[config.mk]
export PLATFORM = sky130hd
export DESIGN_NAME = include_directive_scanner_core
export DESIGN_NICKNAME = d
export VERILOG_FILES = /design/src/hdl/incscan_pkg.sv /design/src/hdl/incscan_step.sv /design/src/hdl/include_directive_scanner_core.sv
export SDC_FILE = /design/constraint.sdc
export NUM_CORES = 1
export LEC_CHECK = 0
export BUFFER_PORTS_ARGS = -buffer_cell sky130_fd_sc_hd__clkbuf_2
export CAP_MARGIN = 20
export CORE_ASPECT_RATIO = 1.5
export CORE_UTILIZATION = 45
export CTS_BUF_LIST = sky130_fd_sc_hd__clkbuf_16
export CTS_CLUSTER_DIAMETER = 200
export DETAILED_ROUTE_END_ITERATION = 6
export PLACE_DENSITY = 0.64
export SETUP_SLACK_MARGIN = 0.05
export SYNTH_ARGS = -nofsm -noshare
export SYNTH_HDL_FRONTEND = slang
export SYNTH_SLANG_ARGS = --single-unit
[constraint.sdc]
create_clock -name i_clk -period 8.1 [get_ports i_clk]
set_input_delay 0.405 -clock i_clk [delete_from_list [all_inputs] [get_ports i_clk]]
set_output_delay 0.405 -clock i_clk [all_outputs]
set_load 0.01 [all_outputs]
[src/hdl/incscan_pkg.sv]
`default_nettype none

package incscan_pkg;

    // width of every result field
    localparam int OUT_W          = 20;
    // five result fields packed and padded to whole bytes
    localparam int OUT_DATA_W     = 104;
    localparam int OFFSET_BITS_DEF = 20;
    localparam int KEYWORD_LEN    = 7;

    localparam logic [7:0] CH_CR    = 8'h0D;
    localparam logic [7:0] CH_LF    = 8'h0A;
    localparam logic [7:0] CH_SPACE = 8'h20;
    localparam logic [7:0] CH_TAB   = 8'h09;
    localparam logic [7:0] CH_HASH  = 8'h23;
    localparam logic [7:0] CH_QUOTE = 8'h22;

    typedef enum logic [3:0] {
        PH_LEAD    = 4'd0,
        PH_HASH    = 4'd1,
        PH_KEYWORD = 4'd2,
        PH_NEED_WS = 4'd3,
        PH_NAME_WS = 4'd4,
        PH_NAME    = 4'd5,
        PH_CLOSED  = 4'd6,
        PH_SKIP    = 4'd7
    } t_phase;

    typedef enum logic [1:0] {
        TERM_NONE = 2'd0,
        TERM_CR   = 2'd1,
        TERM_LF   = 2'd2
    } t_term;

    typedef struct packed {
        t_phase     phase;
        logic [2:0] kw_idx;
        t_term      term;
    } t_scan_ctl;

    // characters of the keyword "include"
    function automatic logic [7:0] keyword_char(input logic [2:0] idx);
        logic [7:0] ch;
        case (idx)
            3'd0:    ch = 8'h69;
            3'd1:    ch = 8'h6E;
            3'd2:    ch = 8'h63;
            3'd3:    ch = 8'h6C;
            3'd4:    ch = 8'h75;
            3'd5:    ch = 8'h64;
            3'd6:    ch = 8'h65;
            default: ch = 8'h00;
        endcase
        return ch;
    endfunction

    function automatic logic is_blank(input logic [7:0] ch);
        return (ch == CH_SPACE) || (ch == CH_TAB);
    endfunction

endpackage

`default_nettype wire

[src/hdl/incscan_step.sv]
`default_nettype none

module incscan_step #(
    parameter int OFFSET_BITS = incscan_pkg::OFFSET_BITS_DEF
) (
    input  wire  incscan_pkg::t_scan_ctl    i_ctl,
    input  wire  logic [OFFSET_BITS-1:0]    i_pos,
    input  wire  logic [OFFSET_BITS-1:0]    i_lso,
    input  wire  logic [OFFSET_BITS-1:0]    i_line,
    input  wire  logic [OFFSET_BITS-1:0]    i_qs,
    input  wire  logic [OFFSET_BITS-1:0]    i_ql,
    input  wire  logic [7:0]                i_byte,
    input  wire  logic                      i_last,
    output incscan_pkg::t_scan_ctl          o_ctl,
    output logic [OFFSET_BITS-1:0]          o_pos,
    output logic [OFFSET_BITS-1:0]          o_lso,
    output logic [OFFSET_BITS-1:0]          o_line,
    output logic [OFFSET_BITS-1:0]          o_qs,
    output logic [OFFSET_BITS-1:0]          o_ql,
    output logic                            o_emit,
    output logic [incscan_pkg::OUT_W-1:0]   o_line_offset,
    output logic [incscan_pkg::OUT_W-1:0]   o_line_end,
    output logic [incscan_pkg::OUT_W-1:0]   o_name_offset,
    output logic [incscan_pkg::OUT_W-1:0]   o_name_length,
    output logic [incscan_pkg::OUT_W-1:0]   o_following_line
);

    localparam logic [OFFSET_BITS-1:0] MAX_CNT = {OFFSET_BITS{1'b1}};

    function automatic logic [OFFSET_BITS-1:0] sat_inc(input logic [OFFSET_BITS-1:0] v);
        return (v == MAX_CNT) ? v : v + 1'b1;
    endfunction

    logic [OFFSET_BITS-1:0] pos_inc;
    logic [OFFSET_BITS-1:0] end_val;
    logic [2:0]             kw_next;
    logic                   is_term;
    logic                   pair;
    logic [7:0]             mate;

    assign pos_inc = sat_inc(i_pos);
    assign kw_next = i_ctl.kw_idx + 3'd1;
    assign is_term = (i_byte == incscan_pkg::CH_CR) || (i_byte == incscan_pkg::CH_LF);
    assign mate    = (i_ctl.term == incscan_pkg::TERM_CR) ? incscan_pkg::CH_LF
                                                          : incscan_pkg::CH_CR;
    assign pair    = (i_ctl.term != incscan_pkg::TERM_NONE) && (i_byte == mate);

    always_comb begin
        o_ctl      = i_ctl;
        o_ctl.term = incscan_pkg::TERM_NONE;
        o_pos      = pos_inc;
        o_lso      = i_lso;
        o_line     = i_line;
        o_qs       = i_qs;
        o_ql       = i_ql;
        o_emit     = 1'b0;
        end_val    = i_pos;

        if (pair) begin
            // second byte of a two-byte line end
            o_lso = pos_inc;
        end else if (is_term) begin
            o_emit       = (i_ctl.phase == incscan_pkg::PH_CLOSED);
            o_ctl.term   = (i_byte == incscan_pkg::CH_CR) ? incscan_pkg::TERM_CR
                                                          : incscan_pkg::TERM_LF;
            o_line       = sat_inc(i_line);
            o_lso        = pos_inc;
            o_ctl.phase  = incscan_pkg::PH_LEAD;
            o_ctl.kw_idx = 3'd0;
        end else begin
            case (i_ctl.phase)
                incscan_pkg::PH_LEAD: begin
                    if (i_byte == incscan_pkg::CH_HASH) begin
                        o_ctl.phase = incscan_pkg::PH_HASH;
                    end else if (!incscan_pkg::is_blank(i_byte)) begin
                        o_ctl.phase = incscan_pkg::PH_SKIP;
                    end
                end
                incscan_pkg::PH_HASH: begin
                    if (i_byte == incscan_pkg::keyword_char(3'd0)) begin
                        o_ctl.phase  = incscan_pkg::PH_KEYWORD;
                        o_ctl.kw_idx = 3'd1;
                    end else if (!incscan_pkg::is_blank(i_byte)) begin
                        o_ctl.phase = incscan_pkg::PH_SKIP;
                    end
                end
                incscan_pkg::PH_KEYWORD: begin
                    if (i_byte == incscan_pkg::keyword_char(i_ctl.kw_idx)) begin
                        o_ctl.kw_idx = kw_next;
                        if (kw_next == 3'(incscan_pkg::KEYWORD_LEN)) begin
                            o_ctl.phase = incscan_pkg::PH_NEED_WS;
                        end
                    end else begin
                        o_ctl.phase = incscan_pkg::PH_SKIP;
                    end
                end
                incscan_pkg::PH_NEED_WS: begin
                    o_ctl.phase = incscan_pkg::is_blank(i_byte) ? incscan_pkg::PH_NAME_WS
                                                                : incscan_pkg::PH_SKIP;
                end
                incscan_pkg::PH_NAME_WS: begin
                    if (i_byte == incscan_pkg::CH_QUOTE) begin
                        o_ctl.phase = incscan_pkg::PH_NAME;
                        o_qs        = pos_inc;
                        o_ql        = '0;
                    end else if (!incscan_pkg::is_blank(i_byte)) begin
                        o_ctl.phase = incscan_pkg::PH_SKIP;
                    end
                end
                incscan_pkg::PH_NAME: begin
                    if (i_byte == incscan_pkg::CH_QUOTE) begin
                        o_ctl.phase = incscan_pkg::PH_CLOSED;
                    end else begin
                        o_ql = sat_inc(i_ql);
                    end
                end
                default: begin
                end
            endcase
            // text ends on a directive line: end is the text length
            if (i_last && (o_ctl.phase == incscan_pkg::PH_CLOSED)) begin
                o_emit  = 1'b1;
                end_val = pos_inc;
            end
        end

        if (i_last) begin
            o_ctl.phase  = incscan_pkg::PH_LEAD;
            o_ctl.kw_idx = 3'd0;
            o_ctl.term   = incscan_pkg::TERM_NONE;
            o_pos        = '0;
            o_lso        = '0;
            o_line       = OFFSET_BITS'(1);
            o_qs         = '0;
            o_ql         = '0;
        end
    end

    assign o_line_offset    = incscan_pkg::OUT_W'(i_lso);
    assign o_line_end       = incscan_pkg::OUT_W'(end_val);
    assign o_name_offset    = incscan_pkg::OUT_W'(i_qs);
    assign o_name_length    = incscan_pkg::OUT_W'(i_ql);
    assign o_following_line = incscan_pkg::OUT_W'(sat_inc(i_line));

endmodule

`default_nettype wire

[src/hdl/include_directive_scanner_core.sv]
// a byte is held in the byte register, and its result in the result register, which drives m_axis
// throughput: one byte per cycle, sustained while m_axis_tready stays high
// the scan itself is one pass of logic between the byte register and the result register
// reset (i_rst_n low, synchronous): both pipeline registers empty, scanner at line start,
// position zero, line number one
`default_nettype none

module include_directive_scanner_core #(
    parameter int OFFSET_BITS = incscan_pkg::OFFSET_BITS_DEF
) (
    input  wire  logic                              i_clk,
    input  wire  logic                              i_rst_n,
    input  wire  logic                              s_axis_tvalid,
    output logic                                    s_axis_tready,
    input  wire  logic [7:0]                        s_axis_tdata,  // [7:0] text_byte
    input  wire  logic                              s_axis_tlast,  // final_byte
    output logic                                    m_axis_tvalid,
    input  wire  logic                              m_axis_tready,
    // [19:0] line_offset, [39:20] line_end, [59:40] name_offset,
    // [79:60] name_length, [99:80] following_line, [103:100] zero
    output logic [incscan_pkg::OUT_DATA_W-1:0]      m_axis_tdata
);

    localparam int OW = incscan_pkg::OUT_W;

    // input byte register
    logic       r_in_valid;
    logic [7:0] r_in_byte;
    logic       r_in_last;

    // scanner state
    incscan_pkg::t_scan_ctl r_ctl;
    logic [OFFSET_BITS-1:0] r_pos;
    logic [OFFSET_BITS-1:0] r_lso;
    logic [OFFSET_BITS-1:0] r_line;
    logic [OFFSET_BITS-1:0] r_qs;
    logic [OFFSET_BITS-1:0] r_ql;

    incscan_pkg::t_scan_ctl n_ctl;
    logic [OFFSET_BITS-1:0] n_pos;
    logic [OFFSET_BITS-1:0] n_lso;
    logic [OFFSET_BITS-1:0] n_line;
    logic [OFFSET_BITS-1:0] n_qs;
    logic [OFFSET_BITS-1:0] n_ql;

    // result register
    logic          r_out_valid;
    logic [OW-1:0] r_line_offset;
    logic [OW-1:0] r_line_end;
    logic [OW-1:0] r_name_offset;
    logic [OW-1:0] r_name_length;
    logic [OW-1:0] r_following_line;

    logic          n_emit;
    logic [OW-1:0] n_line_offset;
    logic [OW-1:0] n_line_end;
    logic [OW-1:0] n_name_offset;
    logic [OW-1:0] n_name_length;
    logic [OW-1:0] n_following_line;

    logic step_en;

    // the held byte moves on once the result register is free or being drained,
    // whether or not it produces a result
    assign step_en       = r_in_valid && (!r_out_valid || m_axis_tready);
    assign s_axis_tready = !r_in_valid || step_en;

    incscan_step #(
        .OFFSET_BITS (OFFSET_BITS)
    ) u_step (
        .i_ctl            (r_ctl),
        .i_pos            (r_pos),
        .i_lso            (r_lso),
        .i_line           (r_line),
        .i_qs             (r_qs),
        .i_ql             (r_ql),
        .i_byte           (r_in_byte),
        .i_last           (r_in_last),
        .o_ctl            (n_ctl),
        .o_pos            (n_pos),
        .o_lso            (n_lso),
        .o_line           (n_line),
        .o_qs             (n_qs),
        .o_ql             (n_ql),
        .o_emit           (n_emit),
        .o_line_offset    (n_line_offset),
        .o_line_end       (n_line_end),
        .o_name_offset    (n_name_offset),
        .o_name_length    (n_name_length),
        .o_following_line (n_following_line)
    );

    // control and scanner state
    always_ff @(posedge i_clk) begin
        if (!i_rst_n) begin
            r_in_valid  <= 1'b0;
            r_out_valid <= 1'b0;
            r_ctl.phase  <= incscan_pkg::PH_LEAD;
            r_ctl.kw_idx <= 3'd0;
            r_ctl.term   <= incscan_pkg::TERM_NONE;
            r_pos       <= '0;
            r_lso       <= '0;
            r_line      <= OFFSET_BITS'(1);
            r_qs        <= '0;
            r_ql        <= '0;
        end else begin
            if (s_axis_tready) begin
                r_in_valid <= s_axis_tvalid;
            end
            if (step_en) begin
                r_out_valid <= n_emit;
                r_ctl       <= n_ctl;
                r_pos       <= n_pos;
                r_lso       <= n_lso;
                r_line      <= n_line;
                r_qs        <= n_qs;
                r_ql        <= n_ql;
            end else if (m_axis_tready) begin
                r_out_valid <= 1'b0;
            end
        end
    end

    // payload registers
    always_ff @(posedge i_clk) begin
        if (s_axis_tvalid && s_axis_tready) begin
            r_in_byte <= s_axis_tdata;
            r_in_last <= s_axis_tlast;
        end
        if (step_en && n_emit) begin
            r_line_offset    <= n_line_offset;
            r_line_end       <= n_line_end;
            r_name_offset    <= n_name_offset;
            r_name_length    <= n_name_length;
            r_following_line <= n_following_line;
        end
    end

    assign m_axis_tvalid = r_out_valid;
    assign m_axis_tdata  = {4'b0000, r_following_line, r_name_length, r_name_offset,
                            r_line_end, r_line_offset};

endmodule

`default_nettype wire

==> results by stage <==
Cells and area:
- The post-layout instance area is 0.0112 mm2.
- The net count of the finished layout is 1057.
- 0 antenna diodes ended up in the layout.
- In the final layout, the share of cells above drive strength 1 is 17.5%.
- Measured on the finished design, the core utilization comes to 52.7%.
- The filler cells instantiated in the layout total 1907.
- The finished layout holds 1318 standard cells, fillers aside.
- Compared with the post-synthesis result, the final layout area differs by 14.1%.

Global routing:
- The leftover overflow at the end of global routing is 0.
- The wire length of the first global-routing pass is 35.7 mm.
- Global routing consumed, on the met2 layer, 33.3% of the routing resources.
- The initial antenna violation count came to 0.
- The met1 track demand over resource in global routing is 26.0%.
- The routing usage on met3 is 2.80%.
- After global routing, the most crowded layer is met2.
- The largest net degree at the start of global routing is 89.
- The via count of the first global-routing pass is 6761.
- Global routing used 20.1% of the available tracks.

Yosys:
- The library cell with the highest instance count after synthesis is sky130_fd_sc_hd__dfxtp_1.
- Yosys attributes the largest share of cell area to sky130_fd_sc_hd__edfxtp_1, sky130_fd_sc_hd__dfxtp_1, sky130_fd_sc_hd__a21oi_1.
- The async set or reset register ratio after synthesis is 0%.
- The post-synthesis cell type count is 78.
- Counting flops with a built-in enable in the synthesized netlist gives 109.
- Synthesis inferred 220 register bits.
- The per-instance average area after synthesis is 10.3 um2.
- After synthesis the cells add up to 0.00980 mm2.
- The cell count after synthesis is 948.
- Of the synthesized area, sequential elements account for 56.1%.
- The portion of synthesized cell area occupied by the leading cell type is 33.4%.
- The flip-flop cell with the highest count after synthesis is sky130_fd_sc_hd__dfxtp_1.
- The synthesis warning total is 0.
- The leading area contributor after synthesis is sky130_fd_sc_hd__edfxtp_1.
- The commonest cells after synthesis are sky130_fd_sc_hd__dfxtp_1, sky130_fd_sc_hd__edfxtp_1, sky130_fd_sc_hd__nand2_1.

Setup path:
- Data on the critical path arrives at its endpoint at 4.05 ns.
- The register-to-register setup slack is 4.21 ns.
- STA puts the critical path data required time at 8.26 ns.
- The worst register-to-register path begins at r_ctl[3].
- The worst setup path is captured at a register.
- The worst reg2reg path endpoint is r_name_length[8].
- The worst setup path is launched from a register.
- The peak per-stage delay on the critical path is 0.45 ns.
- The signal on the critical path passes through ha_1, ha_1, nor4_1, o21ai_0, a41o_1, nand2_1, a311oi_4, buf_4, o31ai_1, and3_4, buf_4, buf_16.
- The worst register-to-register path has a depth of 12.
- The slowest cell on the critical path is sky130_fd_sc_hd__nor4_1.
- Together, buffers and inverters on the worst path number 3.
- The cell family contributing the most delay on the critical path is simple AND/OR/NAND/NOR gates.
- The highest fanout seen on the critical path is 75.
- The worst setup path is of the reg -> reg kind.

STA:
- The slew at the pin closest to its max-slew limit is 0.974 ns.
- The hold slack is 0.0737 ns.
- Across the routed clock network, the largest skew measured is 0.0134 ns.
- Setup total negative slack on the finished layout was measured at 0 ns.
- The number of hold violations in the final report is 0.
- The number of max-slew violations in the final report is 0.
- Setup repair after global routing left no endpoint under its margin.
- The fmax is 257 MHz.
- The worst path in the final design needs a cycle of 3.89 ns, including I/O delays and setup.
- Headroom to the max-slew limit came out at 34.9%.
- The part of the cycle the worst path needs is 48.0%.
- Setup violations remaining at the end of the flow were counted as 0.
- The final setup slack of the worst path is 4.21 ns.

Die:
- The starting density of the core is 46.2%.
- The die is 123 um wide.
- The number of placed I/O pins is 119.
- The floorplan has 65 rows.
- The floorplan step defined a core boundary enclosing 0.0212 mm2.
- The die covers 0.0224 mm2.
- The vertical die dimension is 183 um.

Drt:
- The total number of vias is 7373.
- The number of detailed-route iterations in the first pass is 5.
- In this run the remaining antenna-violating nets after routing total 0.
- The total DRC errors in the routed layout is 0.
- The number of DRC markers in iteration 0 is 562.
- The routed length per instance is 16.9 um.
- The routed via count divided by cell count is 5.59.
- Wires add up to 22.3 mm.

CTS:
- For this design, the sink count on the clock tree is 220.
- The number of instances resized during post-cts repair is 0.
- The number of buffers inserted by hold repair at cts is 0.
- The total CTS buffers is 21.
- The clock tree from TritonCTS is built.
- The source-to-sink clock delay at the later pin of the worst-skew pair is 0.51 ns.
- The clock transition at the registers of the reported paths is 0.06 ns.
- The post-CTS setup buffer count is 0.
- The root cell of the clock tree is sky130_fd_sc_hd__clkbuf_16.
- The worst-case clock buffer depth is 3.
- In this run the number of H-tree levels came out at 1.

Hold path:
- The worst hold path class is in -> reg.
- Counting instances, the worst hold path has a depth of 1.
- The sink of the worst hold path is r_in_byte[6].
- The worst hold path begins at s_axis_tdata[6].

Place:
- The detailed placer's ending HPWL is 15.6 mm.
- At the end of routability-driven placement, the weighted congestion stood at 0.933.
- Timing analysis after detailed placement gives a worst setup slack of 3.92 ns.
- Input and output buffers added on the ports amount to 114.
- In this run the cell area measured after placement is 0.0105 mm2.
- The instance count after placement with tap cells included is 1277.

Power:
- Dividing total power by cell area gives a power density of 194 mW/mm2.
- VDD sags by at most 143 uV.
- The total chip power is 2.17 mW.
- The static power due to leakage is 3.87 nW.

Status:
- The flow ran to the end, and the final reports show no timing, DRC or antenna violations.

Run:
- The tool flagged a number of max-cap violations equal to 0.
==> kinds of logic (layout without fill, tap and decap cells) <==
group,Yosys count,after routing,share of synthesized area [%]
multiplexers,11,11,1.21
other,1,4,0.0383
AO/OA/AOI/OAI,197,197,12.6
flip-flops,220,220,56.1
buffers and inverters,78,177,3.52
adder cells (fa/ha/maj),9,9,1.15
AND/OR/NAND/NOR,375,375,20.3
XOR/XNOR,57,57,5.09
==> flip-flops by register name, indices dropped and copies added, names as in the netlist <==
signal	count
r_following_line	20
r_line	20
r_line_end	20
r_line_offset	20
r_lso	20
r_name_length	20
r_name_offset	20
r_pos	20
r_ql	20
r_qs	20
r_ctl	9
r_in_byte	8
m_axis_tvalid	1
r_in_last	1
r_in_valid	1
==> cell type report <==
cell class	instances	area [um2]	area share, %
timing repair buffer	124	686	6.13
clock inverter	17	86.3	0.772
tap	268	335	3.00
clock buffer	21	526	4.70
inverter	15	56.3	0.503
sequential	220	5500	49.1
multi-input combinational	653	4000	35.8
==> layout by cell type (no fill, tap or decap), types with 11 or more instances in the layout <==
cell type,count
sky130_fd_sc_hd__nand2_1,95
sky130_fd_sc_hd__o31ai_1,11
sky130_fd_sc_hd__xnor2_1,26
sky130_fd_sc_hd__clkbuf_2,114
sky130_fd_sc_hd__nand3_1,44
sky130_fd_sc_hd__and2_1,11
sky130_fd_sc_hd__nor2_1,78
sky130_fd_sc_hd__or3_1,17
sky130_fd_sc_hd__xor2_1,31
sky130_fd_sc_hd__a21oi_1,73
sky130_fd_sc_hd__and3_1,13
sky130_fd_sc_hd__edfxtp_1,109
sky130_fd_sc_hd__o21ai_0,49
sky130_fd_sc_hd__clkbuf_16,21
sky130_fd_sc_hd__dfxtp_1,111
sky130_fd_sc_hd__inv_1,21
sky130_fd_sc_hd__nor3_1,23
sky130_fd_sc_hd__nand4_1,20
==> worst max-delay path by stage <==
stage          startpoint  cells past startpoint             endpoint  slack, ns
6_report         r_ctl[3]                     12     r_name_length[8]       4.21
5_1_grt          r_ctl[3]                     12    r_name_length[10]       3.99
4_1_cts          r_ctl[3]                     11       r_line_end[11]       3.90
3_5_place_dp     r_ctl[3]                     11  r_following_line[3]       3.92
3_3_place_gp     r_ctl[3]                     11     r_name_length[7]       4.06
2_1_floorplan    r_ctl[4]                     12  r_following_line[0]       2.94
==> power by group <==
group	switching (mW)	leakage [nW]	total, mW	internal [mW]
clock network	0.407	0.329	0.882	0.475
logic	0.0702	1.79	0.0997	0.0295
registers	0.0116	1.75	1.18	1.17
total	0.489	3.87	2.17	1.68
==> routing by layer <==
metal  vias up  part of all wire (%)
li1       3647                     -
met1      3468                    42
met2       211                    49
met3        47                   4.9
met4         0                   3.4
met5         -                     0
Note: power is estimated with default switching activity, not from simulation.
